## config.mk

```make
export PLATFORM = sky130hd
export DESIGN_NAME = queued_tone_sequencer
export DESIGN_NICKNAME = d
export VERILOG_FILES = /design/src/design/qts_pkg.sv /design/src/design/qts_ctrl.sv /design/src/design/qts_datapath.sv /design/src/design/queued_tone_sequencer.sv
export SDC_FILE = /design/constraint.sdc
export NUM_CORES = 1
export LEC_CHECK = 0
export ABC_AREA = 1
export BUFFER_PORTS_ARGS = -buffer_cell sky130_fd_sc_hd__buf_2
export CORE_MARGIN = 2
export CORE_UTILIZATION = 67
export DETAILED_ROUTE_END_ITERATION = 10
export GPL_TIMING_DRIVEN = 1
export PLACE_DENSITY = 0.89
export SYNTH_ARGS = -nofsm -noshare
export SYNTH_HDL_FRONTEND = slang
export SYNTH_SLANG_ARGS = --single-unit
```

## constraint.sdc

```tcl
create_clock -name clock -period 10.5 [get_ports clock]
set_input_delay 1.575 -clock clock [delete_from_list [all_inputs] [get_ports clock]]
set_output_delay 1.575 -clock clock [all_outputs]
set_load 0.01 [all_outputs]
```

## src/design/qts_pkg.sv

```systemverilog
`timescale 1ns / 1ps

package qts_pkg;

   localparam logic [1:0] MODE_PLAY  = 2'd0;
   localparam logic [1:0] MODE_TIME  = 2'd1;
   localparam logic [1:0] MODE_FLUSH = 2'd2;

   localparam logic [2:0] CLK_OFF    = 3'd0;
   localparam logic [2:0] CLK_DIV8   = 3'd2;
   localparam logic [2:0] CLK_DIV64  = 3'd3;
   localparam logic [2:0] CLK_DIV256 = 3'd4;

   localparam logic [7:0] COMPARE_STOP = 8'hFF;
   localparam logic [3:0] NOTE_LIMIT   = 4'd12;
   localparam logic [3:0] OCTAVE_LIMIT = 4'd8;

   localparam logic [7:0] TONE_ROWS [3][12] = '{
      '{8'd142, 8'd134, 8'd127, 8'd120, 8'd113, 8'd106,
        8'd100, 8'd95,  8'd89,  8'd84,  8'd79,  8'd75},
      '{8'd71,  8'd67,  8'd63,  8'd59,  8'd56,  8'd53,
        8'd50,  8'd47,  8'd44,  8'd42,  8'd39,  8'd37},
      '{8'd35,  8'd33,  8'd31,  8'd29,  8'd27,  8'd26,
        8'd24,  8'd23,  8'd22,  8'd20,  8'd19,  8'd18}
   };

   localparam logic [1:0] OCTAVE_ROW [8] = '{
      2'd0, 2'd1, 2'd0, 2'd1, 2'd2, 2'd0, 2'd1, 2'd2
   };

   localparam logic [2:0] OCTAVE_CLK [8] = '{
      CLK_DIV256, CLK_DIV256, CLK_DIV64, CLK_DIV64,
      CLK_DIV64, CLK_DIV8, CLK_DIV8, CLK_DIV8
   };

   typedef struct packed {
      logic [3:0]  note;
      logic [2:0]  octave;
      logic [31:0] hold;
   } entry_type;

   typedef struct packed {
      logic [7:0] compare;
      logic [2:0] clock;
   } tone_type;

   typedef struct packed {
      logic capture;
      logic commit;
   } cmd_type;

   typedef struct packed {
      logic out_free;
   } status_type;

   function automatic tone_type tone_lookup(input logic [3:0] note, input logic [2:0] octave);
      tone_type   t;
      logic [3:0] nt;
      logic [7:0] b;
      nt = (note < NOTE_LIMIT) ? note : 4'd0;
      b = TONE_ROWS[OCTAVE_ROW[octave]][nt];
      t.compare = b - 8'd1;
      t.clock = OCTAVE_CLK[octave];
      return t;
   endfunction

endpackage

```

## src/design/qts_ctrl.sv

```systemverilog
`timescale 1ns / 1ps

module qts_ctrl
   import qts_pkg::*;
(
   input  logic       clock,
   input  logic       reset,
   input  logic       req_valid,
   output logic       req_stall,
   input  status_type status,
   output cmd_type    cmd
);

   typedef enum logic [2:0] {
      ST_IDLE = 3'b001,
      ST_READ = 3'b010,
      ST_EXEC = 3'b100
   } state_type;

   state_type state_ff, state_in;

   always_comb begin
      state_in = state_ff;
      cmd.capture = 1'b0;
      cmd.commit = 1'b0;
      req_stall = 1'b1;
      unique case (state_ff)
         ST_IDLE: begin
            req_stall = 1'b0;
            if (req_valid) begin
               cmd.capture = 1'b1;
               state_in = ST_READ;
            end
         end
         ST_READ: begin
            state_in = ST_EXEC;
         end
         ST_EXEC: begin
            if (status.out_free) begin
               cmd.commit = 1'b1;
               state_in = ST_IDLE;
            end
         end
         default: begin
            state_in = ST_IDLE;
         end
      endcase
   end

   always_ff @(posedge clock) begin
      if (reset) begin
         state_ff <= ST_IDLE;
      end else begin
         state_ff <= state_in;
      end
   end

endmodule

```

## src/design/qts_datapath.sv

```systemverilog
`timescale 1ns / 1ps

module qts_datapath
   import qts_pkg::*;
#(
   parameter int QUEUE_DEPTH = 16
)
(
   input  logic        clock,
   input  logic        reset,
   input  cmd_type     cmd,
   output status_type  status,
   input  logic [1:0]  req_mode,
   input  logic [3:0]  req_note_index,
   input  logic [3:0]  req_octave_index,
   input  logic [31:0] req_hold_ms,
   input  logic [31:0] req_now_ms,
   output logic        rsp_valid,
   input  logic        rsp_stall,
   output logic        rsp_playing,
   output logic [7:0]  rsp_compare_value,
   output logic [2:0]  rsp_clock_select,
   output logic [4:0]  rsp_queue_count,
   output logic        rsp_accepted
);

   localparam int PTR_W = (QUEUE_DEPTH > 1) ? $clog2(QUEUE_DEPTH) : 1;
   localparam int CNT_W = $clog2(QUEUE_DEPTH + 1);
   localparam logic [PTR_W-1:0] PTR_LAST = PTR_W'(QUEUE_DEPTH - 1);
   localparam logic [CNT_W-1:0] CNT_FULL = CNT_W'(QUEUE_DEPTH);

   entry_type mem [QUEUE_DEPTH];
   entry_type rd_ff;

   logic [1:0]  mode_ff;
   logic [3:0]  note_ff;
   logic [3:0]  octave_ff;
   logic [31:0] hold_ff;
   logic [31:0] now_ff;

   logic [PTR_W-1:0] head_ff, head_in;
   logic [PTR_W-1:0] tail_ff, tail_in;
   logic [CNT_W-1:0] count_ff, count_in;
   logic             tone_on_ff, tone_on_in;
   logic [31:0]      end_ff, end_in;
   logic [7:0]       compare_ff, compare_in;
   logic [2:0]       clock_ff, clock_in;
   logic             accepted_in;
   logic             push;

   logic             rsp_valid_ff;
   logic             rsp_playing_ff;
   logic [7:0]       rsp_compare_ff;
   logic [2:0]       rsp_clock_ff;
   logic [4:0]       rsp_count_ff;
   logic             rsp_accepted_ff;

   tone_type         tone;
   logic             expired;

   assign tone = tone_lookup(rd_ff.note, rd_ff.octave);
   assign expired = now_ff > end_ff;

   always_comb begin
      head_in = head_ff;
      tail_in = tail_ff;
      count_in = count_ff;
      tone_on_in = tone_on_ff;
      end_in = end_ff;
      compare_in = compare_ff;
      clock_in = clock_ff;
      accepted_in = 1'b0;
      push = 1'b0;
      unique case (mode_ff)
         MODE_PLAY: begin
            if (note_ff < NOTE_LIMIT && octave_ff < OCTAVE_LIMIT && count_ff < CNT_FULL) begin
               push = 1'b1;
               tail_in = (tail_ff == PTR_LAST) ? '0 : tail_ff + 1'b1;
               count_in = count_ff + 1'b1;
               accepted_in = 1'b1;
            end
         end
         MODE_TIME: begin
            if ((!tone_on_ff || expired) && count_ff != '0) begin
               head_in = (head_ff == PTR_LAST) ? '0 : head_ff + 1'b1;
               count_in = count_ff - 1'b1;
               if (rd_ff.hold != 32'd0) begin
                  compare_in = tone.compare;
                  clock_in = tone.clock;
                  tone_on_in = 1'b1;
                  end_in = now_ff + rd_ff.hold;
               end
            end else if (tone_on_ff && expired) begin
               tone_on_in = 1'b0;
               compare_in = COMPARE_STOP;
               clock_in = CLK_OFF;
            end
         end
         MODE_FLUSH: begin
            tone_on_in = 1'b0;
            compare_in = COMPARE_STOP;
            clock_in = CLK_OFF;
            head_in = '0;
            tail_in = '0;
            count_in = '0;
         end
         default: begin
         end
      endcase
   end

   always_ff @(posedge clock) begin
      if (cmd.commit && push) begin
         mem[tail_ff] <= '{note: note_ff, octave: octave_ff[2:0], hold: hold_ff};
      end
      rd_ff <= mem[head_ff];
   end

   always_ff @(posedge clock) begin
      if (cmd.capture) begin
         mode_ff <= req_mode;
         note_ff <= req_note_index;
         octave_ff <= req_octave_index;
         hold_ff <= req_hold_ms;
         now_ff <= req_now_ms;
      end
   end

   always_ff @(posedge clock) begin
      if (reset) begin
         head_ff <= '0;
         tail_ff <= '0;
         count_ff <= '0;
         tone_on_ff <= 1'b0;
         end_ff <= '0;
         compare_ff <= COMPARE_STOP;
         clock_ff <= CLK_OFF;
      end else if (cmd.commit) begin
         head_ff <= head_in;
         tail_ff <= tail_in;
         count_ff <= count_in;
         tone_on_ff <= tone_on_in;
         end_ff <= end_in;
         compare_ff <= compare_in;
         clock_ff <= clock_in;
      end
   end

   always_ff @(posedge clock) begin
      if (reset) begin
         rsp_valid_ff <= 1'b0;
      end else if (cmd.commit) begin
         rsp_valid_ff <= 1'b1;
      end else if (!rsp_stall) begin
         rsp_valid_ff <= 1'b0;
      end
   end

   always_ff @(posedge clock) begin
      if (cmd.commit) begin
         rsp_playing_ff <= tone_on_in;
         rsp_compare_ff <= compare_in;
         rsp_clock_ff <= clock_in;
         rsp_count_ff <= 5'(count_in);
         rsp_accepted_ff <= accepted_in;
      end
   end

   assign status.out_free = !rsp_valid_ff || !rsp_stall;

   assign rsp_valid = rsp_valid_ff;
   assign rsp_playing = rsp_playing_ff;
   assign rsp_compare_value = rsp_compare_ff;
   assign rsp_clock_select = rsp_clock_ff;
   assign rsp_queue_count = rsp_count_ff;
   assign rsp_accepted = rsp_accepted_ff;

endmodule

```

## src/design/queued_tone_sequencer.sv

```systemverilog
`timescale 1ns / 1ps

// Tone player with a queue of QUEUE_DEPTH pending notes. Each request (mode 0 play,
// 1 time update, 2 flush) passes three steps: capture, queue head read from the
// note memory's registered port, then commit of the new state into the response
// register. req_stall is low only while the controller is idle, so one request is
// in flight at a time; a new one is taken while the previous response still waits,
// and its commit holds until that response has been taken. No reset sweep: the
// note memory's read-out is used only at entries that were queued.

module queued_tone_sequencer
   import qts_pkg::*;
#(
   parameter int QUEUE_DEPTH = 16
)
(
   input  logic        clock,
   input  logic        reset,
   input  logic        req_valid,
   output logic        req_stall,
   input  logic [1:0]  req_mode,
   input  logic [3:0]  req_note_index,
   input  logic [3:0]  req_octave_index,
   input  logic [31:0] req_hold_ms,
   input  logic [31:0] req_now_ms,
   output logic        rsp_valid,
   input  logic        rsp_stall,
   output logic        rsp_playing,
   output logic [7:0]  rsp_compare_value,
   output logic [2:0]  rsp_clock_select,
   output logic [4:0]  rsp_queue_count,
   output logic        rsp_accepted
);

   cmd_type    cmd;
   status_type status;

   qts_ctrl u_ctrl (
      .clock     (clock),
      .reset     (reset),
      .req_valid (req_valid),
      .req_stall (req_stall),
      .status    (status),
      .cmd       (cmd)
   );

   qts_datapath #(
      .QUEUE_DEPTH (QUEUE_DEPTH)
   ) u_datapath (
      .clock             (clock),
      .reset             (reset),
      .cmd               (cmd),
      .status            (status),
      .req_mode          (req_mode),
      .req_note_index    (req_note_index),
      .req_octave_index  (req_octave_index),
      .req_hold_ms       (req_hold_ms),
      .req_now_ms        (req_now_ms),
      .rsp_valid         (rsp_valid),
      .rsp_stall         (rsp_stall),
      .rsp_playing       (rsp_playing),
      .rsp_compare_value (rsp_compare_value),
      .rsp_clock_select  (rsp_clock_select),
      .rsp_queue_count   (rsp_queue_count),
      .rsp_accepted      (rsp_accepted)
   );

`ifndef SYNTHESIS
   a_commit_shows: assert property (@(posedge clock) disable iff (reset)
      cmd.commit |=> rsp_valid)
      else $error("commit did not present a response");

   a_one_in_flight: assert property (@(posedge clock) disable iff (reset)
      req_valid && !req_stall |=> req_stall)
      else $error("request taken while another is in flight");

   a_playing_clocked: assert property (@(posedge clock) disable iff (reset)
      rsp_valid && rsp_playing |-> rsp_clock_select != CLK_OFF)
      else $error("tone reported without a prescaler");
`endif

endmodule

```

# Word level (Yosys, flattened, before mapping)
# Memory sizes are Yosys's and may differ from the RTL's. A register that Yosys moved wholly into a read port is not among the register bits.
# Index checks and enable logic that the tools add are counted.
# Widths: inputs -> output; s select.
[op_classes]
addsub = 6
magnitude_cmp = 8
n_eq_ne = 12
mux = 46
bitwise = 3
n_reduce_logical = 19
[op_table]
columns = ["operator", "count"]
rows = [
  ["$bmux 96 s2", 1],
  ["$mux 96", 2],
  ["$mux 8", 5],
  ["$add 32x32->32", 1],
  ["$bmux 8 s4", 1],
  ["$gt 32x32->1", 1],
  ["$reduce_bool 32->1", 1],
  ["$mux 3", 7],
  ["$mux 4", 5],
  ["$pmux 4 s2", 2],
  ["$pmux 8 s2", 1],
  ["$pmux 5 s3", 1],
  ["$mux 1", 14],
  ["$lt 4x4->1 const B", 3],
  ["$mux 5", 2],
  ["$pmux 3 s3", 1],
  ["$add 4x1->4 const B", 2],
  ["$eq 4x4->1 const B", 2],
  ["$sub 8x1->8 const B", 1],
  ["$ne 2x1->1 const B", 3],
  ["$pmux 3 s2", 1],
  ["$reduce_and 3->1", 2],
  ["$add 5x1->5 const B", 1],
  ["$ge 5x5->1 const B", 1],
  ["23 further kinds", 33],
]
[word_totals]
ff_bits = 153
ram_bits = 624
rom_bits = 40
in_bits = 78
output_inout_bits = 20
wordCells = 116
mem_count = 3
[mem_list]
columns = ["name", "depth", "width", "read_ports", "rd_clocked_by_memory_dff", "wr", "line_no", "rtl"]
rows = [
  ["u_datapath.mem", 16, 39, 1, 1, 1, "qts_datapath.sv:32", "entry_type mem [QUEUE_DEPTH];"],
  ["(name not given)", 8, 3, 1, 0, 0, "qts_pkg.sv:63", "t.clock = OCTAVE_CLK[octave];"],
  ["(name not given)", 8, 2, 1, 0, 0, "qts_pkg.sv:61", "b = TONE_ROWS[OCTAVE_ROW[octave]][nt];"],
]

# Longest topological paths before layout
[logic_depth]
ltp_word = 15
ltp_mapped = 23
depth_no_buf = 23

# Cells and area by module
# A second synthesis with hierarchy kept.
[hier_totals]
hier_cells = 2790
area_unflattened_um2 = 34504.3
[modules_own_cells]
columns = ["module", "instances", "cells_each", "area_each_um2", "seq_area_each_um2"]
rows = [
  ["qts_datapath", 1, 2771, 34355.4, 23442.5],
  ["qts_ctrl", 1, 19, 148.9, 60.1],
]

# Worst setup path before layout
# Ideal clock, no wire load.
[synth_timing]
kind = "input to register"
from = "input port req_valid"
to = "register u_datapath.hold_ff[0], enable pin"
setup_time_ns = 0.507
arrival_time_ns = 4.713
t_required_ns = 9.993
slack_ns = 5.280
stages = 2
path_buffers = 0
cell_sequence = "inv_1 nor2_1"
[synth_rtl]
columns = ["element", "line_no", "rtl"]
rows = [
  ["start: declaration", "queued_tone_sequencer.sv:19", "input logic req_valid,"],
  ["end signal: assignment", "qts_datapath.sv:124", "hold_ff <= req_hold_ms;"],
  ["end: declaration", "qts_datapath.sv:38", "logic [31:0] hold_ff;"],
]

# Final worst setup path
[layout_timing]
from = "input port rsp_stall"
to = "memory u_datapath.mem[9][14] (netlist bit), enable pin"
[layout_between]
elab_chain_cells = 7
[layout_lines]
columns = ["element", "line_no", "rtl"]
rows = [
  ["start: declaration", "queued_tone_sequencer.sv:27", "input logic rsp_stall,"],
  ["$logic_not 1->1", "-", ""],
  ["$logic_or 1x1->1", "qts_datapath.sv:169", "assign status.out_free = !rsp_valid_ff || !rsp_stall;"],
  ["$mux 1", "qts_ctrl.sv:39", "if (status.out_free) begin"],
  ["$mux 1", "qts_ctrl.sv:27", "unique case (state_ff)"],
  ["$logic_and 1x1->1", "qts_datapath.sv:113", "if (cmd.commit && push) begin"],
  ["$mux 1", "qts_datapath.sv:113", ""],
  ["$mux 1 (implied by the code)", "qts_datapath.sv:114", "mem[tail_ff] <= '{note: note_ff, octave: octave_ff[2:0], hold: hold_ff};"],
  ["end: declaration", "qts_datapath.sv:32", ""],
]
# Every way passes these cells.

==> reports/summary.txt <==
Slew Viols, Final -> 0
Clock transition at the registers of the reported paths -> 60 ps
Post-synth EDFFs -> 716
Post-CTS Setup Bufs -> 0
Area occupied by multi-input gates -> 9570 um^2
Fill cell count -> 2876
Die Y -> 230 um
Post-Synth XOR/XNOR Area -> 0.847%
Vias -> 24326
Row count -> 82
WS Path Type -> input port to flip-flop
Worst Path Required -> 10780 ps
Vias in the first global route -> 23892
Routed vias/inst -> 6.65
Worst Path Max Fanout -> 20
Fmax -> 239 MHz
WL met1 -> 31300 um
Compound-Gate Fraction of Synth Area -> 13.2%
Clock Skew -> 27.2 ps
Period Utilization, post-route -> 39.9%
Root Driver -> clkbuf_16
Top layer in use -> met5
Leading cell type in the layout, fill and taps excluded -> edfxtp_1
R2r startpoint -> u_ctrl.state_ff[2]
Yosys warnings -> 0
Register-to-Register Path Depth -> 7
# DRC -> 0
Post-layout minimum cycle time -> 4190 ps
Syn_area_per_cell -> 11.9 um^2
Actual slew at the worst max-slew pin -> 1170 ps
Metal2 WL -> 41500 um
Initial antenna violation count -> 5
Simple-Gate Fraction of Synth Area -> 10.6%
CTS sink count -> 816
GRT Overall Usage -> 32.6%
H-tree depth -> 3
Worst skew pair latency -> 640 ps
Post-CTS sizing -> 0
Die area -> 52700 um^2
Post-Syn Nets -> 3026
Routed WL per cell -> 23.6 um
Maximum VDD drop -> 0.181 mV
Most frequent cells in the layout -> edfxtp_1, o21ai_0, nor2_1
Post-Syn Area -> 34100 um^2
Pin count of the biggest net entering global routing -> 215
Fraction of layout cells with a size suffix above 1 -> 9.52%
# nets final -> 3083
Syn Inst Count -> 2865
Initial DRC count -> 4458
Mux contribution to synthesized area -> 0%
Outcome -> complete, no violations
Post-detail-place hpwl -> 48300 um
Setup TNS -> 0 ps
Port Buffer Count -> 97
Final WL -> 86400 um
Leak -> 13.3 nW
Rel. slew slack -> 21.9%
Synth Area in Adders -> 3.07%
Final hold viol count -> 0
Antenna cells -> 0
Max capacitance violation total -> 0
Yosys cell types -> 45
Hold Buf Count CTS -> 0
Cts bufs inserted -> 80
Cell Count, Final, Fillers Out -> 3656
Hold Path End -> u_datapath.end_ff[2]
Reg-to-Reg End -> u_datapath.mem[9][14]
Seq/Total Area, Yosys -> 68.9%
WL met3 -> 10300 um
Hold path depth -> 2
Sequential Area -> 23500 um^2
HP Class -> flip-flop to flip-flop
Synth Flop Type -> edfxtp_1
Hold path startpoint -> u_datapath.end_ff[2]
Flop2flop setup slack -> 6590 ps
Core area -> 50200 um^2
Kind of end point of the critical path -> flip-flop
Num ports -> 98
FFs w/ async S/R, synth -> 0%
Unrepaired setup endpoints after global routing -> no
Largest family of logic cells by synthesized area -> compound AO/OA/AOI/OAI gates
# setup viols final -> 0
Synthesis-to-layout area growth -> 10.8%
Clock Tree Buf Depth -> 3
CTS tree -> built
Pre-antenna DRT Iters -> 6
GRT Residual Overflow -> 0
Number of synthesized register bits -> 816
Starting density of the core -> 68.0%
Cell area power density -> 176 nW/um^2
Routability cong. -> 0.955
Crit path DAT -> 4480 ps
Die X -> 230 um
Routed Antenna Nets -> 0
Inst Count DP -> 3512
First-pass GRT wire length -> 133000 um
CP Launch Type -> input port
-- cells by family (layout without fill, tap and decap cells) --
logic type               after synthesis  in the layout
buffers and inverters                303            422
flip-flops                           816            816
AO/OA/AOI/OAI                        761            761
adder cells (fa/ha/maj)               83             83
XOR/XNOR                              33             33
AND/OR/NAND/NOR                      869            869
-- layer usage --
| layer | up-vias | global-route usage (%) |
|---|---|---|
| li1 | 10609 | - |
| met1 | 11407 | 43.6 |
| met2 | 2008 | 52.6 |
| met3 | 298 | 6.90 |
| met4 | 4 | 13.7 |
| met5 | - | 0 |
-- layout make-up --
| type | count | share of cell area, % |
|---|---|---|
| Timing Repair Buffer | 124 | 1.85 |
| Clock inverter | 43 | 1.15 |
| Multi-Input combinational cell | 1746 | 25.3 |
| Sequential cell | 816 | 62.2 |
| Clock buffer | 101 | 5.67 |
| Inverter | 154 | 1.55 |
| Tap cell | 672 | 2.22 |
-- state kept, by name (all words and copies together) (netlist names), 8 cells and up --
register                      cells
u_datapath.compare_ff             8
u_datapath.end_ff                32
u_datapath.hold_ff               32
u_datapath.mem                  624
u_datapath.now_ff                32
u_datapath.rd_ff                 39
u_datapath.rsp_compare_value      8
-- Yosys cell counts, types with 4 or more instances --
cell | count | area (um^2)
o221ai_1 | 115 | 1010
a21oi_1 | 113 | 566
xnor2_1 | 11 | 96.3
dfxtp_1 | 100 | 2000
o22ai_1 | 42 | 263
a21boi_0 | 6 | 45.0
nand3_1 | 107 | 536
a21o_1 | 6 | 45.0
clkbuf_1 | 133 | 499
nor2_2 | 4 | 25.0
nor4_1 | 11 | 68.8
edfxtp_1 | 716 | 21500
nor3_1 | 15 | 75.1
o21bai_1 | 9 | 67.6
nand2_1 | 290 | 1090
o211ai_1 | 47 | 353
nand3b_1 | 7 | 52.6
buf_1 | 4 | 15.0
nand2_4 | 4 | 45.0
o21ai_1 | 4 | 20.0
nand4_1 | 17 | 106
buf_2 | 9 | 45.0
a31oi_1 | 5 | 31.3
o21ai_0 | 405 | 2030
xor2_1 | 22 | 193
nor2_1 | 402 | 1510
inv_1 | 149 | 559
ha_1 | 82 | 1030
-- worst max-delay path by stage --
stage | start | cells after the start | end | slack [ps]
after floorplan | req_valid | 2 | u_datapath.hold_ff[0] | 5280
after global placement | rsp_stall | 9 | u_datapath.mem[11][7] | 5970
after detailed placement | rsp_stall | 7 | u_datapath.mem[9][15] | 5840
after CTS | rsp_stall | 7 | u_datapath.mem[9][31] | 6440
after global routing | rsp_stall | 7 | u_datapath.mem[9][14] | 6240
final | rsp_stall | 7 | u_datapath.mem[9][14] | 6310
-- where the power goes --
group	internal (mW)	leakage (nW)	switching, mW
Clock	1.61	1.26	1.22
Combinational	0.0680	4.71	0.130
Sequential	3.58	7.29	0.0662
-- per-stage QoR --
stage	hold WS (ps)	total power, mW	utilization [%]	area, um^2	setup WS [ps]
5_1_grt	491	6.83	75.3	37800	6240
6_report	464	6.67	75.3	37800	6310
2_1_floorplan	435	3.81	-	34100	5280
3_5_place_dp	456	3.90	70.2	35200	5840
3_3_place_gp	447	3.89	70.2	35200	5970
4_1_cts	467	6.67	75.3	37800	6440
-- critical path, stage by stage --
cell and delay (ps):
buf_2 110, nand2_1 80, nand2_1 440, nor2_1 630, nand2_1 430, nor2_4 690, buf_4 470
Note: power is estimated with default switching activity, not from simulation.
